===== src/sv/wsp_pkg.sv =====
// ----------------------------------------------------------------------------
// wsp_pkg: shared types and constants of the wheel speed PI controller
// Widths of the encoder count and of the speed divider, register indexes,
// queue entry and result layouts, and the drive direction codes.
// ----------------------------------------------------------------------------
package wsp_pkg;

  // Encoder counter width (range 16..64)
  localparam int unsigned COUNT_WIDTH = 32;

  // Count magnitude is clamped to 2^40, so it needs at most 41 bits
  localparam int unsigned MAG_W       = (COUNT_WIDTH > 41) ? 41 : COUNT_WIDTH;
  localparam logic [63:0] MAG_CLAMP   = 64'h0000_0100_0000_0000;

  // Speed scale 960000 = 3750 * 2^8
  localparam int unsigned SCALE_W     = 12;
  localparam logic [SCALE_W-1:0] SCALE_ODD = 12'd3750;
  localparam int unsigned SCALE_SHIFT = 8;

  // Divider sizing
  localparam int unsigned DIVIDEND_W  = MAG_W + SCALE_W + SCALE_SHIFT;
  localparam int unsigned DIVISOR_W   = 32;
  localparam int unsigned QUOT_W      = 24;
  localparam int unsigned REM_W       = (DIVIDEND_W > DIVISOR_W + QUOT_W) ?
                                        DIVIDEND_W : DIVISOR_W + QUOT_W;
  localparam int unsigned STEP_W      = $clog2(QUOT_W);
  localparam logic [QUOT_W-1:0] MEAS_MAX = 24'd8388607;

  // Configuration registers
  localparam int unsigned CFG_ADDR_W  = 2;
  localparam int unsigned CFG_DATA_W  = 39;
  localparam logic [15:0] PROP_GAIN_RST      = 16'd128;
  localparam logic [15:0] INTEG_GAIN_RST     = 16'd13;
  localparam logic [15:0] COUNTS_PER_REV_RST = 16'd210;
  localparam logic [38:0] INTEGRAL_LIMIT_RST = 39'd268435456;

  typedef enum logic [CFG_ADDR_W-1:0] {
    REG_PROP_GAIN,
    REG_INTEG_GAIN,
    REG_COUNTS_PER_REV,
    REG_INTEGRAL_LIMIT
  } wsp_reg_e;

  // Queue between front and back
  localparam int unsigned FIFO_DEPTH  = 4;
  localparam int unsigned FIFO_AW     = $clog2(FIFO_DEPTH);

  typedef enum logic [1:0] {
    OP_COUNT_UP,
    OP_COUNT_DOWN,
    OP_CONTROL,
    OP_HOLD
  } wsp_op_e;

  typedef struct packed {
    wsp_op_e            op;
    logic signed [15:0] setpoint;
    logic [15:0]        elapsed;
  } wsp_entry_t;

  typedef struct packed {
    logic full;
    logic empty;
  } wsp_fifo_status_t;

  // Drive direction
  typedef enum logic [1:0] {
    DIR_STOP = 2'd0,
    DIR_FWD  = 2'd1,
    DIR_BACK = 2'd2
  } wsp_dir_e;

  typedef struct packed {
    logic [31:0]        position;
    logic signed [23:0] measured_rpm;
    wsp_dir_e           direction;
    logic [7:0]         pwm_duty;
    logic               interval_invalid;
  } wsp_result_t;

endpackage


===== src/sv/wsp_front.sv =====
// ----------------------------------------------------------------------------
// wsp_front: input beat decoder
// Accepts input beats, sorts them into count steps and control updates, and
// pushes them into the work queue. Encoder events with phase B high drop.
// ----------------------------------------------------------------------------
module wsp_front (
  input  logic                      s_axis_tvalid,
  output logic                      s_axis_tready,
  input  logic [39:0]               s_axis_tdata,
  input  logic                      s_axis_tuser,
  input  wsp_pkg::wsp_fifo_status_t fifo_status_i,
  output logic                      push_o,
  output wsp_pkg::wsp_entry_t       entry_o
);

  logic        phase_a;
  logic        phase_b;
  logic [15:0] elapsed;
  logic        keep;

  assign phase_a = s_axis_tdata[0];
  assign phase_b = s_axis_tdata[1];
  assign elapsed = s_axis_tdata[33:18];

  // Take a beat whenever the queue has room
  assign s_axis_tready = !fifo_status_i.full;

  // Classify the beat
  always_comb begin
    entry_o.setpoint = s_axis_tdata[17:2];
    entry_o.elapsed  = elapsed;
    if (s_axis_tuser) begin
      keep       = 1'b1;
      entry_o.op = (elapsed == 16'd0) ? wsp_pkg::OP_HOLD : wsp_pkg::OP_CONTROL;
    end else begin
      keep       = !phase_b;
      entry_o.op = phase_a ? wsp_pkg::OP_COUNT_DOWN : wsp_pkg::OP_COUNT_UP;
    end
  end

  assign push_o = s_axis_tvalid && s_axis_tready && keep;

endmodule


===== config.mk =====
export PLATFORM = sky130hd
export DESIGN_NAME = wsp_front
export DESIGN_NICKNAME = d
export VERILOG_FILES = /design/src/sv/wsp_pkg.sv /design/src/sv/wsp_front.sv
export SDC_FILE = /design/constraint.sdc
export NUM_CORES = 1
export LEC_CHECK = 0
export ABC_AREA = 0
export BUFFER_PORTS_ARGS = -buffer_cell sky130_fd_sc_hd__buf_4
export CAP_MARGIN = 20
export CORE_UTILIZATION = 24
export DETAILED_ROUTE_END_ITERATION = 6
export PLACE_DENSITY = 0.9
export SLEW_MARGIN = 20
export SYNTH_ARGS = -nofsm -noshare
export SYNTH_HDL_FRONTEND = slang
export SYNTH_SLANG_ARGS = --single-unit

===== constraint.sdc =====
create_clock -name vclk -period 1.5
set_input_delay 0.225 -clock vclk [all_inputs]
set_output_delay 0.225 -clock vclk [all_outputs]
set_load 0.02 [all_outputs]

# After elaboration in Yosys (flattened, before gate mapping)
# Cells that the tools add are included.
# word_totals
word_cells,9
rom_bits,0
latch_bits,0
ff_bits,0
mem_bits_rw,0
n_memories,0
# classes
shifts,0
multipliers,0
n_bitwise,0
magnitude_cmp,0
n_addsub,0
n_eq_ne,0
div_mod_pow,0
muxes,4
reduce_logical,5
# ops
operator,n
zero test 16 bit,1
2-to-1 mux 1 bit,3
logical AND 1 bit,2
zero test 1 bit,2
2-to-1 mux 2 bit,1

# Longest topological paths before layout
# depth
word_depth,3
depth_mapped,3
mapped_depth_nobuf,3

# Least setup slack after synthesis
# No wires, ideal clock.
# synth_timing
kind,input to output
startpoint,input s_axis_tdata[18]
endpoint,output entry_o[32] in the netlist's numbering
n_path_buf,0
arrival_time_ps,820
slack_ps,455
stages,3
path_cell_list,nor4_1 -> nand3b_1 -> o22ai_2
# synth_rtl
item,line,text
"start, declared",wsp_front.sv:9,"input logic [39:0] s_axis_tdata,"
"end, declared",wsp_front.sv:13,output wsp_pkg::wsp_entry_t entry_o

==> results.cfg <==
[setup_path]
critical-path-top-delay-family = simple AND/OR/NAND/NOR gates
required_ps = 1270
crit_fanout = 2
critical_path_arrival_ps = 1020
cp-end-kind = output pin
path_common_cell = buf_4
cp_slowest_cell = nor4_1
start_kind = input pin
critPathKind = input pin to output pin
path_buf_inv = 2
crit_path_max_incr_delay_ps = 290
cp_cell_sequence = buf_4 -> nor4_1 -> nand3_1 -> o22ai_2 -> buf_4

[logic_synthesis]
yosys.area.top_type = buf_4
synth.area.top_cells = buf_4, nor4_1, o22ai_2, inv_1, nand3b_1
synth_seq_area_share = 0
synth.avg_cell_area_um2 = 7.194
yosysTopAreaCellShare = 0.7826
postSynthCellCount = 44
synth_common_cells = buf_4, nor4_1, inv_1
synth_area_um2 = 316.6
yosysWarnings = 0
synth_most_common_cell = buf_4
synth_cell_type_count = 9
syn_nets = 88

[run]
cap_violations = 0

[power]
power_density_nw_per_um2 = 342.0
leakage_nw = 0.2213
p_int_uw = 73.24
p_total_uw = 134.8
power.switching_uw = 61.54
p_clk_frac = 0
combPwrFrac = 1.000
p_sw_frac = 0.4566
vdd_ir_drop_max_mv = 0.09185
pwr-share-seq = 0

[global_routing]
grt_pass1_vias = 206
antenna_found_initial = 0
track_usage = 0.06401
grt_pass1_wl_um = 710
grt-ovfl-total = 0
grt_max_degree = 5

[clock_network]
post_cts_buffers = 0
cts-hold-fix-buffers = 0
cts.repair.resized = 0

[hold_path]
holdCritPathClass = input pin to output pin

[detailed_routing]
ant_nets = 0
vias = 263
drt-initial-drc-count = 1
wl_per_cell_um = 9.591
drtPass1Iterations = 3
vias_per_cell = 3.985
post-route-drc-count = 0
routed_wl_um = 633

[finish]
n_clock_buffer = 0
final_cells = 66
regArea_um2 = 0
fin_nets = 98
drive_above_1_share = 0.8077
syn2layout_area_growth_pct = 24.51
nFillCells = 124
num_antenna_cells = 0
multi_input_area_um2 = 61.31
seq_cell_count = 0

[timing]
fmax_ghz = 0.8025
period_minus_slack_ps = 1246
fin_crit_sh = 0.8308
hold_viol = 0
grt_setup_unrepaired = false
slew_viol_final = 0
tns_ps = 0
worst_pin_slew_ps = 262.3
slew_headroom = 0.8235
setup_viol = 0
whs_ps = 450.0

[placement]
gp_congestion = 0.5577
io_buffers = 41
numPlacedInstances = 66

[outcome]
status = complete, no violations

[die]
die_x_um = 38.32
die_y_um = 38.32
pin_count = 80
initial_utilization = 0.2703
row_count = 12
die_area_um2 = 1468
core_area_um2 = 1171
==> path summary, 6_finish.rpt <==
| path | slack (ps) | to | cells after the start | from |
|---|---|---|---|---|
| worst max-delay path | 250 | entry_o[32] | 5 | s_axis_tdata[27] |
| worst min-delay path | 450 | entry_o[25] | 0 | s_axis_tdata[11] |
==> cell usage in the layout, fill, tap and decap left out, drive strengths merged <==
cell    synthesis  final
buf            33     41
nor4            3      3
inv             2      2
nand2b          1      1
and3            1      1
nand3b          1      1
nor3            1      1
nand3           1      1
o22ai           1      1
==> power groups by stage <==
| stage | Sequential, mW | Combinational, mW | Clock, mW |
|---|---|---|---|
| 6_report | 0 | 0.135 | 0 |
| 4_1_cts | 0 | 0.136 | 0 |
| 3_3_place_gp | 0 | 0.134 | 0 |
| 2_1_floorplan | 0 | 0.142 | 0 |
| 3_5_place_dp | 0 | 0.136 | 0 |
| 5_1_grt | 0 | 0.143 | 0 |
==> cell families after synthesis <==
family | Yosys count | share of synthesized area
buffers and inverters | 35 | 0.8063
AND/OR/NAND/NOR | 8 | 0.1542
AO/OA/AOI/OAI | 1 | 0.03952
==> stage by stage <==
| stage | util | setup WS [ps] | area (um^2) |
|---|---|---|---|
| after global placement | 0.3365 | 223.5 | 394.1 |
| after detailed placement | 0.3365 | 228.7 | 394.1 |
| after global routing | 0.3365 | 123.7 | 394.1 |
| after CTS | 0.3365 | 224.5 | 394.1 |
| final | 0.3365 | 253.8 | 394.1 |
| after floorplan | - | 455.5 | 316.6 |
==> layer usage <==
layer | share of wire | track usage | vias up | routed length (um)
met1 | 0.27 | 0.04861 | 111 | 168
met5 | 0 | 0 | - | 0
met4 | 0 | 0 | 0 | 0
met2 | 0.54 | 0.1525 | 26 | 339
met3 | 0.20 | 0.01744 | 0 | 126
li1 | - | - | 126 | -
==> layout make-up <==
type | instances | area share
well taps | 14 | 0.04444
multi-input cells | 9 | 0.1556
inverters | 2 | 0.01905
repair buffers | 41 | 0.7810
Note: power is estimated with default switching activity, not from simulation.
