<file path="src/sv/wsp_pkg.sv">
// ----------------------------------------------------------------------------
// wsp_pkg: shared types and constants of the wheel speed PI controller
// Widths of the encoder count and of the speed divider, register indexes,
// queue entry and result layouts, and the drive direction codes.
// ----------------------------------------------------------------------------
package wsp_pkg;

  // Encoder counter width (range 16..64)
  localparam int unsigned COUNT_WIDTH = 32;

  // Count magnitude is clamped to 2^40, so it needs at most 41 bits
  localparam int unsigned MAG_W       = (COUNT_WIDTH > 41) ? 41 : COUNT_WIDTH;
  localparam logic [63:0] MAG_CLAMP   = 64'h0000_0100_0000_0000;

  // Speed scale 960000 = 3750 * 2^8
  localparam int unsigned SCALE_W     = 12;
  localparam logic [SCALE_W-1:0] SCALE_ODD = 12'd3750;
  localparam int unsigned SCALE_SHIFT = 8;

  // Divider sizing
  localparam int unsigned DIVIDEND_W  = MAG_W + SCALE_W + SCALE_SHIFT;
  localparam int unsigned DIVISOR_W   = 32;
  localparam int unsigned QUOT_W      = 24;
  localparam int unsigned REM_W       = (DIVIDEND_W > DIVISOR_W + QUOT_W) ?
                                        DIVIDEND_W : DIVISOR_W + QUOT_W;
  localparam int unsigned STEP_W      = $clog2(QUOT_W);
  localparam logic [QUOT_W-1:0] MEAS_MAX = 24'd8388607;

  // Configuration registers
  localparam int unsigned CFG_ADDR_W  = 2;
  localparam int unsigned CFG_DATA_W  = 39;
  localparam logic [15:0] PROP_GAIN_RST      = 16'd128;
  localparam logic [15:0] INTEG_GAIN_RST     = 16'd13;
  localparam logic [15:0] COUNTS_PER_REV_RST = 16'd210;
  localparam logic [38:0] INTEGRAL_LIMIT_RST = 39'd268435456;

  typedef enum logic [CFG_ADDR_W-1:0] {
    REG_PROP_GAIN,
    REG_INTEG_GAIN,
    REG_COUNTS_PER_REV,
    REG_INTEGRAL_LIMIT
  } wsp_reg_e;

  // Queue between front and back
  localparam int unsigned FIFO_DEPTH  = 4;
  localparam int unsigned FIFO_AW     = $clog2(FIFO_DEPTH);

  typedef enum logic [1:0] {
    OP_COUNT_UP,
    OP_COUNT_DOWN,
    OP_CONTROL,
    OP_HOLD
  } wsp_op_e;

  typedef struct packed {
    wsp_op_e            op;
    logic signed [15:0] setpoint;
    logic [15:0]        elapsed;
  } wsp_entry_t;

  typedef struct packed {
    logic full;
    logic empty;
  } wsp_fifo_status_t;

  // Drive direction
  typedef enum logic [1:0] {
    DIR_STOP = 2'd0,
    DIR_FWD  = 2'd1,
    DIR_BACK = 2'd2
  } wsp_dir_e;

  typedef struct packed {
    logic [31:0]        position;
    logic signed [23:0] measured_rpm;
    wsp_dir_e           direction;
    logic [7:0]         pwm_duty;
    logic               interval_invalid;
  } wsp_result_t;

endpackage

</file>
<file path="src/sv/wsp_fifo.sv">
// ----------------------------------------------------------------------------
// wsp_fifo: work queue
// Small register queue that decouples the decoder from the control engine.
// ----------------------------------------------------------------------------
module wsp_fifo (
  input  logic                      clk_i,
  input  logic                      rst_ni,
  input  logic                      push_i,
  input  wsp_pkg::wsp_entry_t       wdata_i,
  input  logic                      pop_i,
  output wsp_pkg::wsp_entry_t       rdata_o,
  output wsp_pkg::wsp_fifo_status_t status_o
);

  wsp_pkg::wsp_entry_t             entries_q [wsp_pkg::FIFO_DEPTH];
  logic [wsp_pkg::FIFO_AW-1:0]     wr_ptr_q;
  logic [wsp_pkg::FIFO_AW-1:0]     rd_ptr_q;
  logic [wsp_pkg::FIFO_AW:0]       count_q;
  logic                            do_push;
  logic                            do_pop;

  assign status_o.full  = (count_q == (wsp_pkg::FIFO_AW + 1)'(wsp_pkg::FIFO_DEPTH));
  assign status_o.empty = (count_q == '0);
  assign do_push        = push_i && !status_o.full;
  assign do_pop         = pop_i && !status_o.empty;
  assign rdata_o        = entries_q[rd_ptr_q];

  // Advance pointers and fill level
  always_ff @(posedge clk_i or negedge rst_ni) begin
    if (!rst_ni) begin
      wr_ptr_q <= '0;
      rd_ptr_q <= '0;
      count_q  <= '0;
    end else begin
      if (do_push) wr_ptr_q <= wr_ptr_q + 1'b1;
      if (do_pop)  rd_ptr_q <= rd_ptr_q + 1'b1;
      case ({do_push, do_pop})
        2'b10:   count_q <= count_q + 1'b1;
        2'b01:   count_q <= count_q - 1'b1;
        default: count_q <= count_q;
      endcase
    end
  end

  // Store entries
  always_ff @(posedge clk_i) begin
    if (do_push) entries_q[wr_ptr_q] <= wdata_i;
  end

endmodule

</file>
<file path="config.mk">
export PLATFORM = sky130hd
export DESIGN_NAME = wsp_fifo
export DESIGN_NICKNAME = d
export VERILOG_FILES = /design/src/sv/wsp_pkg.sv /design/src/sv/wsp_fifo.sv
export SDC_FILE = /design/constraint.sdc
export NUM_CORES = 1
export LEC_CHECK = 0
export ABC_AREA = 0
export CAP_MARGIN = 25
export CORE_ASPECT_RATIO = 1.4
export CORE_UTILIZATION = 39
export DETAILED_ROUTE_END_ITERATION = 8
export DONT_BUFFER_PORTS = 1
export PLACE_DENSITY = 0.55
export SYNTH_ARGS = -nofsm -noshare
export SYNTH_HDL_FRONTEND = slang
export SYNTH_SLANG_ARGS = --single-unit
</file>
<file path="constraint.sdc">
create_clock -name clk_i -period 2.5 [get_ports clk_i]
set_clock_uncertainty 0.15 [all_clocks]
set_input_delay 0.125 -clock clk_i [delete_from_list [all_inputs] [get_ports clk_i]]
set_output_delay 0.125 -clock clk_i [all_outputs]
set_load 0.01 [all_outputs]
</file>
* After elaboration in Yosys (flattened, before gate mapping)
Memories as Yosys holds them, arrays and structs flattened.
Cells that the tools add are included.
** Word-level totals
- Register bits :: 7
- Memories kept :: 1
- Output and inout port bits :: 36
- Input bits :: 38
- Memory bits (writable) :: 136
** Cells by class
- Multiplexer cells :: 3
- Reductions and logical operators :: 6
- Add/sub/neg operators :: 4
- Equality and inequality tests :: 3
** Memory list
- entries_q :: words 4, bits a word 34, rd ports 1, clocked after Yosys merged registers in 0, wr ports 1, RTL line wsp_fifo.sv:15 : wsp_pkg::wsp_entry_t entries_q [wsp_pkg::FIFO_DEPTH];
** Operators by type and width (count)
- 3-bit one-hot mux with 2 select lines :: 1
- 2-bit by 1-bit adder with 2-bit output (second input constant) :: 2
- 3-bit by 1-bit adder with 3-bit output (second input constant) :: 1
- 3-bit equality test (second input constant) :: 1
- 3-bit logical NOT :: 1
- 3-bit by 1-bit subtractor with 3-bit output (second input constant) :: 1
- 2-bit by 1-bit equality test with 1-bit output (second input constant) :: 1
- 2-bit equality test (second input constant) :: 1
- 1-bit logical AND :: 2
- 1-bit logical NOT :: 2
- 1-bit two-way mux :: 2
- 2-bit nonzero test :: 1

* Longest topological paths before layout
Gate-level depths: netlist (run 1).
- Depth in word-level cells :: 5
- Mapped depth :: 9

* Worst setup path after synthesis (run 1)
No wires, ideal clock.
- Path kind :: reg2reg
- Start :: reg count_q[2] (netlist name)
- End :: mem entries_q[0][0] (netlist name), enable pin
- Stages on the path, launching flop included :: 4
- Arrival :: 1.673 ns
- Setup slack :: 0.283 ns
- Path buffers :: 0
- Clock period less this slack :: 2.217 ns
- Cell sequence :: dfrtp_1 nor3b_2 nor2b_2 and2_1
** RTL lines
- start, declared :: RTL line wsp_fifo.sv:18 : logic [wsp_pkg::FIFO_AW:0] count_q;
- start signal, assigned :: RTL line wsp_fifo.sv:38 : 2'b10: count_q <= count_q + 1'b1;
- start signal, assigned :: RTL line wsp_fifo.sv:39 : 2'b01: count_q <= count_q - 1'b1;
- start signal, assigned :: RTL line wsp_fifo.sv:40 : default: count_q <= count_q;
- end, declared :: RTL line wsp_fifo.sv:15

==> run_results.csv, run 1 <==
group,metric,value,unit
finish,stdcell_area,6563,um2
worst_hold_path,hold_path_class,"primary input to flip-flop",
timing,rsz0062_at_grt,"no",
cts,clockRootBuffer,"clkbuf_16",
yosys,avgSynthCellArea,25.05,um2
drt,wl,9.283,mm
power,power_density,1157,nW/um2
drt,dr.pass1.iters,6,
die,die_w,101.3,um
worst_setup_path,setup.worst_path.start_class,"flip-flop",
cts,clock_sinks,143,
worst_setup_path,cp_max_fo,7,
cts,post_cts_buffers,0,
timing,hold_viol,0,
timing,final.setup.tns,0,ns
timing,worst_hold_slack,0.2709,ns
yosys,synth_fp_nets,259,
placed_design,dpl_cell_area,5629,um2
worst_setup_path,cp-end-kind,"flip-flop",
cts,cts_resized,0,
timing,worstMarginPinSlew,0.5057,ns
worst_setup_path,required,2.69,ns
yosys,synth_cell_types,21,
placed_design,hpwl,5.388,mm
global_route,grt_usage,14.72,%
global_route,grt_pass1_vias,2558,
timing,layout_min_cycle_time,2.290,ns
timing,fin_crit_sh,91.59,%
cts,cts.path.max_buffers,2,
die,initial_utilization,40.04,%
drt,drc,0,
die,num_rows,50,
yosys,synth_area,5385,um2
die,die_area,14290,um2
placed_design,gp_congestion,0.6463,
global_route,antenna_found_initial,1,
drt,drt-wirelength-per-cell,19.75,um
cts,cts_tree,"built",
die,die_h,141.0,um
yosys,ys_seq_area_share,79.09,%
finish,layout_common_cells,"edfxtp_1 (136), dlygate4sd3_1 (38), mux4_2 (28), clkbuf_16 (17), buf_4 (8)",
power,totalPowerFinal,7.593,mW
finish,layout_commonest_cell,"edfxtp_1",
outcome,outcome,"completed",
finish,finalNetCount,318,
cts,ctsHoldBuffers,38,
drt,via_count,2307,
timing,fmax,436.8,MHz
finish,drive_above_1_share,26.83,%
global_route,grt_max_degree,35,
global_route,grt_first_pass_wirelength,14.72,mm
worst_setup_path,path_cells,"nor3b_2, nor2b_2, inv_1, ha_1, inv_1, fa_1, xor2_1, nor2_1, xor2_1",
timing,maxSlewHeadroom,66.29,%
placed_design,io_buffers,0,
drt,drt-initial-drc-count,65,
run,drv_cap,0,
worst_setup_path,crit_family,"simple AND/OR/NAND/NOR gates",
die,io_pins,74,
yosys,ys.warnings.count,0,
timing,finalSetupViolations,0,
finish,syn_to_final_growth,21.86,%
drt,vias_per_cell,4.909,
cts,clk_latency,0.41,ns
worst_setup_path,crit_arrival,2.48,ns
worst_setup_path,cp_num_buf_inv,2,
yosys,ys_ff_latch,143,
power,vdd_ir_drop_max,0.5833,mV
drt,antenna_left,0,
cts,cts_inserted_buffers,17,
yosys,syn_inst,215,
finish,utilization,48.79,%
die,core,13450,um2
worst_setup_path,critPathMaxStageDelay,0.44,ns
worst_setup_path,cp_slowest_cell,"dfrtp_1",
worst_setup_path,crit_type,"flip-flop to flip-flop",
power,power.leakage,2.173,nW
timing,maxSlewViolCount,0,
global_route,overflow,0,
cts,cts.htree.levels,4,
cts,clk_pin_slew_worst_paths,0.06,ns
## area by class of cell
class,instances,area [um2]
antenna,1,2.502
sequential,143,4262
multi-input combinational,58,1017
fill,1105,6888
inverter,6,22.52
clock inverter,13,117.6
tap,182,227.7
clock buffer,19,432.9
timing repair buffer,48,480.5
## synthesized netlist by cell type
library cell    n  area share, %
edfxtp_1      136             76
mux4_2         28             12
dfrtp_1         7            3.3
inv_1           6           0.42
mux4_1          6            2.9
ha_1            5            1.2
and2_1          4           0.46
buf_2           4           0.37
buf_12          3            1.1
xnor2_1         3           0.49
xor2_1          3           0.49
buf_6           1           0.21
fa_1            1           0.37
mux2_2          1           0.21
mux2i_1         1           0.19
nand2_1         1          0.070
nor2_1          1          0.070
nor2b_2         1           0.16
nor3_1          1          0.093
nor3b_2         1           0.23
o31a_1          1           0.16
## worst reg2reg max path: stages (launching register included)
cell and delay, ns:
dfrtp_1 0.44, nor3b_2 0.39, nor2b_2 0.15, inv_1 0.08
ha_1 0.17, inv_1 0.06, fa_1 0.37, xor2_1 0.15
nor2_1 0.12, xor2_1 0.15
## stage by stage
stage / setup WS (ns) / instances
final: 0.2104 / 470
after global routing: 0.01220 / 470
after CTS: 0.1403 / 469
after detailed placement: 0.2379 / 399
after global placement: 0.3084 / 399
after floorplan: 0.2828 / 215
## cell families after synthesis
family	synth area share [%]
adder cells (fa/ha/maj)	1.533
multiplexers	15.03
buffers and inverters	2.114
flip-flops	79.09
AO/OA/AOI/OAI	0.1627
XOR/XNOR	0.9760
AND/OR/NAND/NOR	1.092
## sequential cells by signal, summed over array words and instances, names as in the netlist
register / count
count_q: 3
entries_q: 136
rd_ptr_q: 2
wr_ptr_q: 2
## layer usage
metal,GRT usage [%],vias to the layer above,wire (um)
met5,0,-,0
met4,6.407,0,145
met3,5.404,15,440
met2,24.27,50,4955
met1,17.10,1217,3741
li1,-,1025,-
## path summary, 6_finish.rpt
path	from	to	slack, ns	cells after the start
max	count_q[0]	count_q[2]	0.21	9
max reg2reg	count_q[0]	count_q[2]	0.21	9
min	wdata_i[13]	entries_q[0][13]	0.27	1
max in group asynchronous	rst_ni	rd_ptr_q[1]	1.50	2
min in group asynchronous	rst_ni	count_q[1]	0.43	2
min reg2reg	count_q[2]	count_q[2]	0.37	1
## where the power goes
part / switching [mW] / internal [mW]
registers: 0.242 / 3.18
logic: 1.01 / 0.843
clock network: 0.950 / 1.37
total: 2.20 / 5.39
Power figures use the tool's default switching activity.
==> run 2, diff against run 1 <==
--- a/config.mk
+++ b/config.mk
@@ -5,13 +5,14 @@
 export SDC_FILE = /design/constraint.sdc
 export NUM_CORES = 1
 export LEC_CHECK = 0
-export ABC_AREA = 0
+export ABC_AREA = 1
 export CAP_MARGIN = 25
 export CORE_ASPECT_RATIO = 1.4
 export CORE_UTILIZATION = 39
 export DETAILED_ROUTE_END_ITERATION = 8
 export DONT_BUFFER_PORTS = 1
 export PLACE_DENSITY = 0.55
+export SETUP_SLACK_MARGIN = 0.5
 export SYNTH_ARGS = -nofsm -noshare
 export SYNTH_HDL_FRONTEND = slang
 export SYNTH_SLANG_ARGS = --single-unit
==> run 2 against run 1 <==
Global-route usage is 0.10 points higher. Synthesized cell count is 110% higher. Final cell count is 50% higher. Highest routed layer unchanged.
==> run_results.csv, run 2 <==
group,metric,value,unit
yosys,synth_area_leaders,"edfxtp_1 (69%), o211ai_1 (8.7%), nand2_1 (7.6%)",
placed_design,gp_congestion,0.7447,
yosys,ys_seq_area_share,72.33,%
global_route,overflow,0,
yosys,synth_fp_nets,502,
placed_design,placedCellCount,633,
yosys,synth-async-reset-ratio,4.895,%
drt,antenna_left,0,
drt,drt-wirelength-per-cell,15.32,um
yosys,yosys.area.top_type,"edfxtp_1",
global_route,grt_pass1_vias,3358,
drt,via_count,3376,
power,vdd_ir_drop_max,0.7324,mV
finish,finalNetCount,548,
worst_hold_path,hold_path_depth,1,
cts,clk_latency,0.41,ns
worst_setup_path,setup.worst_path.start_class,"flip-flop",
yosys,synth_most_common_cell,"edfxtp_1",
global_route,antenna_found_initial,1,
global_route,grt_first_pass_wirelength,17.09,mm
worst_hold_path,hold_path_end,"entries_q[0][26]",
timing,fmax,516.8,MHz
run,drv_cap,0,
drt,wl,10.82,mm
cts,clk_pin_slew_worst_paths,0.06,ns
cts,clock_sinks,143,
yosys,syn_inst,458,
worst_setup_path,rr_worst_depth,11,
yosys,synth_top_flop_cell,"edfxtp_1",
finish,utilization,48.77,%
finish,top_register,"entries_q",
timing,layout_min_cycle_time,1.935,ns
finish,layout_common_cells,"edfxtp_1 (136), nand2_1 (119), inv_1 (81), o211ai_1 (68), dlygate4sd3_1 (38)",
worst_hold_path,hold_path_class,"primary input to flip-flop",
timing,maxSlewViolCount,0,
placed_design,hpwl,6.097,mm
yosys,yosys-top-cells-count,"edfxtp_1 (136), nand2_1 (120), inv_1 (83), o211ai_1 (68), buf_6 (14)",
worst_setup_path,r2r_slack,0.56,ns
yosys,synth_area,5888,um2
finish,syn_to_final_growth,20.72,%
timing,final.setup.tns,0,ns
power,power_density,1157,nW/um2
worst_setup_path,cp_max_fo,4,
yosys,synth_top_cell_area_share,69.36,%
worst_setup_path,cp-end-kind,"flip-flop",
die,num_rows,52,
die,die_area,15600,um2
placed_design,io_buffers,0,
yosys,synth_cell_types,16,
cts,cts.path.max_buffers,2,
worst_setup_path,path_cells,"inv_1, nand3_2, nand2_1, inv_1, ha_1, inv_1, fa_1, inv_1, nand2_1, nand4_1, nand2_1",
die,initial_utilization,40.40,%
finish,largest_reg_flops,136,
yosys,ys_ff_latch,143,
die,core,14570,um2
worst_setup_path,r2r_start,"count_q[2]",
timing,maxSlewHeadroom,67.37,%
power,totalPowerFinal,8.227,mW
worst_setup_path,cp_slowest_cell,"fa_1",
worst_setup_path,cpMostUsedCell,"inv_1",
yosys,ys.warnings.count,0,
yosys,synth_edf_count,136,
timing,rsz0062_at_grt,"yes",
timing,finalSetupViolations,0,
worst_setup_path,crit_family,"adder cells",
timing,worstMarginPinSlew,0.4895,ns
worst_setup_path,critPathMaxStageDelay,0.41,ns
cts,cts_tree,"built",
outcome,outcome,"completed",
finish,top_regs,"entries_q (136), count_q (3)",
die,die_h,147.4,um
global_route,grt_max_degree,51,
worst_setup_path,crit_type,"flip-flop to flip-flop",
drt,drt-initial-drc-count,217,
worst_setup_path,crit_arrival,2.08,ns
timing,worst_hold_slack,0.2701,ns
global_route,grt_usage,14.82,%
worst_hold_path,hold_path.startpoint,"wdata_i[26]",
finish,layout.cells.non_filler,706,
drt,dr.pass1.iters,6,
die,die_w,105.8,um
finish,layout_commonest_cell,"edfxtp_1",
finish,drive_above_1_share,10.08,%
cts,cts_inserted_buffers,17,
timing,fin_crit_sh,77.40,%
cts,clockRootBuffer,"clkbuf_16",
finish,fill_cells,1286,
worst_setup_path,r2r_end,"count_q[2]",
yosys,avgSynthCellArea,12.86,um2
timing,hold_viol,0,
drt,vias_per_cell,4.782,
worst_setup_path,required,2.65,ns
drt,drc,0,
power,power.leakage,2.774,nW
cts,cts.htree.levels,4,
worst_setup_path,cp_num_buf_inv,4,
die,io_pins,74,
-- run 2: worst register-to-register path, cell delays in order (launching register included) --
cell     delay, ns
dfrtp_1       0.39
inv_1         0.08
nand3_2       0.10
nand2_1       0.10
inv_1         0.07
ha_1          0.17
inv_1         0.08
fa_1          0.41
inv_1         0.07
nand2_1       0.07
nand4_1       0.08
nand2_1       0.06
-- run 2: cells by family (layout without fill, tap and decap cells) --
| logic type | after synthesis | after routing | synth area share (%) |
|---|---|---|---|
| flops | 143 | 143 | 72.33 |
| simple gates | 132 | 132 | 8.606 |
| buf+inv | 107 | 165 | 8.755 |
| compound gates | 69 | 69 | 8.755 |
| fa+ha+maj | 6 | 6 | 1.402 |
| xor+xnor | 1 | 1 | 0.1488 |
| other cells | 0 | 1 | 0 |
-- run 2: worst max path at each step --
stage	cells past startpoint	endpoint	slack, ns	start
after floorplan	4	entries_q[0][0]	0.30	count_q[0]
final	11	count_q[2]	0.56	count_q[2]
after detailed placement	10	count_q[2]	0.54	count_q[0]
after global placement	10	count_q[2]	0.64	count_q[1]
after CTS	5	rdata_o[5]	0.49	rd_ptr_q[0]
after global routing	11	count_q[2]	0.47	count_q[2]
-- run 2: cell type report --
cell class,count,area [um2],share of cell area [%]
inverter,85,334.1,4.700
timing repair buffer,48,538.0,7.569
tap,189,236.5,3.327
timing repair inverter,1,8.758,0.1232
clock inverter,13,142.6,2.007
sequential,143,4260,59.94
antenna,1,2.502,0.03521
clock buffer,18,429.2,6.038
multi-input combinational,208,1156,16.26
-- run 2: timing repair --
item,CTS,global route
endpoints found under the hold margin,149,0
hold buffers,38,0
cloned,0,1
setup endpoints to repair,34,28
setup buffers,0,2
pin swaps,0,0
gates resized for setup,3,8
-- run 2: through the flow --
step	setup WS [ns]	area [um2]
finish	0.5649	7108
global route	0.4652	7108
CTS	0.4946	7056
detailed placement	0.5414	6096
global placement	0.6413	6096
floorplan	0.2967	5898
-- run 2: power breakdown --
| group | total, mW | internal [mW] | switching (mW) |
|---|---|---|---|
| logic | 2.54 | 0.759 | 1.78 |
| registers | 3.30 | 3.16 | 0.141 |
| clock network | 2.39 | 1.46 | 0.927 |
| total | 8.23 | 5.38 | 2.84 |
-- run 2: layer usage --
metal,GRT usage (%),wire length (um),vias to the layer above
met5,0,0,-
met2,25.33,5632,72
met4,7.361,146,0
met1,16.33,4492,1617
met3,5.159,545,14
li1,-,-,1673
